--- config.mk ---
export PLATFORM = sky130hd
export DESIGN_NAME = scba_ram
export DESIGN_NICKNAME = d
export VERILOG_FILES = /design/src/rtl/scba_ram.sv
export SDC_FILE = /design/constraint.sdc
export NUM_CORES = 1
export LEC_CHECK = 0
export ABC_AREA = 1
export ABC_CLOCK_PERIOD_IN_PS = 1210
export BUFFER_PORTS_ARGS = -buffer_cell sky130_fd_sc_hd__buf_2
export CORE_ASPECT_RATIO = 0.5
export CORE_MARGIN = 2
export CORE_UTILIZATION = 55
export CTS_BUF_LIST = sky130_fd_sc_hd__clkbuf_8 sky130_fd_sc_hd__clkbuf_16
export DETAILED_ROUTE_END_ITERATION = 12
export PLACE_DENSITY_LB_ADDON = 0.2
export SKIP_LAST_GASP = 1
export SYNTH_ARGS = -nofsm -noshare
export SYNTH_HDL_FRONTEND = slang
export SYNTH_SLANG_ARGS = --single-unit
export TNS_END_PERCENT = 1
--- constraint.sdc ---
create_clock -name clk_i -period 1.21 [get_ports clk_i]
set_clock_uncertainty 0.15 [all_clocks]
set_input_delay 0.242 -clock clk_i [delete_from_list [all_inputs] [get_ports clk_i]]
set_output_delay 0.242 -clock clk_i [all_outputs]
set_load 0.02 [all_outputs]
--- src/rtl/scba_ram.sv ---
// Generic single-port-write, single-port-read RAM with a registered read.
module scba_ram #(
  parameter int unsigned Width = 8,
  parameter int unsigned Depth = 16
) (
  input  logic                     clk_i,
  input  logic                     we_i,
  input  logic [$clog2(Depth)-1:0] waddr_i,
  input  logic [Width-1:0]         wdata_i,
  input  logic [$clog2(Depth)-1:0] raddr_i,
  output logic [Width-1:0]         rdata_o
);
  logic [Width-1:0] mem_q [Depth];

  always_ff @(posedge clk_i) begin
    if (we_i) begin
      mem_q[waddr_i] <= wdata_i;
    end
    rdata_o <= mem_q[raddr_i];
  end
endmodule

==> impl_metrics.yaml <==
run_status:
  status: "finished, violations left"
  violations: "setup timing"
synth:
  synthCells: 551
  synth_edf_count: 128
  ys_async_sr_fraction: 0
  ys_seq_area_frac: 0.694
  syn-num-nets: 569
  postSynthAreaPerCell_um2: 10.5
  synth_most_common_cell: "nand2_1"
  yosysTopAreaCell: "edfxtp_1"
  netlist_top_cells_count: "nand2_1, edfxtp_1, inv_1"
  synth_area_um2: 5770
  ys_ff_latch: 136
  yosysWarnings: 0
  synthFlopType: "edfxtp_1"
  ys_types: 12
  netlist_top_cells_area: "edfxtp_1, nand2_1, nand3_1"
  yosysTopAreaCellShare: 0.667
floorplanning:
  dieArea_um2: 11400
  initial_core_util: 0.565
  die_w_um: 149
  core_um2: 10200
  ioPinCount: 26
  die_h_um: 76.4
  num_rows: 26
clock_network:
  cts_buffer_depth: 2
  numCtsBuffers: 17
  cts-hold-fix-buffers: 0
  cts_max_level: 4
  cts_tree: "yes"
  cts.clk_slew.worst_paths_ns: 0.06
  clk_latency_ns: 0.42
  cts.root.buffer_cell: "clkbuf_16"
  clock-sinks: 136
worst_setup_path:
  crit_arrival_ns: 0.89
  reg2reg_from: "mem_q[4][4]$_DFFE_PP_"
  cp.required_ns: 0.82
  regToRegSetupSlack_ns: 0.02
  criticalPathCategory: "flop to primary output"
  critPathMaxFanout: 1
  cp_cell_sequence: "buf_6"
  cp_slowest_stage_delay_ns: 0.35
  r2r_cells: 6
  end_kind: "primary output"
  cp-start-kind: "flop"
  cp_num_buf_inv: 1
  critPathSlowestCell: "dfxtp_2"
  path_delay_family: "flip-flops"
  r2r_end: "rdata_o[4]$_DFF_P_"
global_route:
  grt_start_max_net_pins: 33
  first_global_vias: 3796
  grt_first_pass_wirelength_um: 20800
  antenna_found_initial: 0
  overflow: 0
  grt_use_total: 0.257
power_and_ir_drop:
  power_density_nw_per_um2: 1600
  ir_worst_vdd_mv: 1.15
  power.leakage_nw: 3.03
  power.total_mw: 11.0
final_layout:
  layout.nets: 624
  final_layout_size_suffix_gt1_frac: 0.153
  antennaDiodeCount: 0
  syn2layout_area_growth_pct: 19.8
  fill_cells: 750
  layoutNonFillerInstCount: 759
sta:
  finalSetupViolations: 8
  hold_viol: 0
  slew_headroom: 0.760
  rsz0062_at_grt: "true"
  period_minus_slack_ns: 1.29
  worst_pin_slew_ns: 0.360
  fmax_mhz: 778
  slew_viol_final: 0
  setup_slack_ns: -0.0759
  period_share: 1.06
placed_design:
  gp_congestion: 0.889
  place_inst: 727
  io_buffers: 25
  hpwl_um: 8440
drt:
  final_antenna_net_count: 0
  route.detailed.drc: 0
  avgRoutedWirePerCell_um: 17.6
  vias_per_cell: 5.20
  num_vias: 3949
  drt_iter0_markers: 571
  drt-total-wl_um: 13400
  drtPass1Iterations: 5
hold_path:
  worstHoldStart: "wdata_i[6]"
  holdPathStages: 1
  min_path_type: "primary input to flop"
  hold-path-endpoint: "mem_q[7][6]$_DFFE_PP_"
job:
  cap_violations: 0
cell type report:
type / count / area [um^2] / area share
well taps: 140 / 175 / 0.0253
repair buffers: 60 / 566 / 0.0818
clock inverters: 15 / 138 / 0.0199
clock buffers: 17 / 425 / 0.0616
inverters: 102 / 383 / 0.0554
multi-input cells: 289 / 1210 / 0.176
flip-flops and latches: 136 / 4010 / 0.580
per-layer routing:
metal,GRT usage,vias up,share of wire
met3,0.0689,24,0.089
met4,0.109,0,0.019
met1,0.369,1867,0.44
li1,-,1885,-
met2,0.375,173,0.45
met5,0,-,0
worst max-delay path by stage:
stage | start | end | depth (start not counted)
5_1_grt | rdata_o[4]$_DFF_P_ | rdata_o[4] | 1
6_report | rdata_o[4]$_DFF_P_ | rdata_o[4] | 1
4_1_cts | rdata_o[4]$_DFF_P_ | rdata_o[4] | 1
3_3_place_gp | raddr_i[0] | rdata_o[3]$_DFF_P_ | 8
3_5_place_dp | raddr_i[0] | rdata_o[3]$_DFF_P_ | 8
2_1_floorplan | waddr_i[2] | mem_q[10][0]$_DFFE_PP_ | 2
flip-flops by register name, indices dropped and copies added, names as in the netlist:
name	cells
rdata_o	8
mem_q	128
cell families after synthesis:
group / synth area share
buf+inv: 0.0952
flops: 0.694
simple gates: 0.210
cells in the final DEF (no fill, tap or decap), types with 3 or more instances in the layout:
master      count
clkinvlp_4      4
dfxtp_1         3
buf_12         11
buf_6           6
edfxtp_1      128
inv_1         101
nand2_1       173
buf_4          25
nand3_1        97
clkinv_1        3
clkbuf_16      17
dfxtp_2         5
buf_2          18
clkinv_2        3
nor2_1         17
through the flow:
stage | setup TNS, ns | setup slack, ns | utilization | area, um^2 | hold slack [ns]
after floorplan | -14.12 | -0.133 | - | 5770 | 0.191
after global placement | -16.46 | -0.202 | 0.617 | 6300 | 0.489
after detailed placement | -18.03 | -0.224 | 0.617 | 6300 | 0.491
after CTS | -0.555 | -0.0825 | 0.676 | 6900 | 0.0737
after global routing | -0.753 | -0.101 | 0.677 | 6910 | 0.0753
final | -0.463 | -0.0759 | 0.677 | 6910 | 0.0772
repair_timing:
item / 4_1_cts / 5_1_grt
endpoints found under the setup margin: 8 / 14
buffers inserted: 0 / 0
pin swaps: 0 / 0
hold endpoints to repair: 0 / 0
resized for setup: 15 / 3
where the power goes:
part | internal (mW) | total, mW | switching (mW)
Clock | 2.99 | 4.93 | 1.94
Combinational | 0.289 | 0.790 | 0.501
Sequential | 5.27 | 5.31 | 0.0426
No activity file was read; power rests on OpenSTA's default activity.
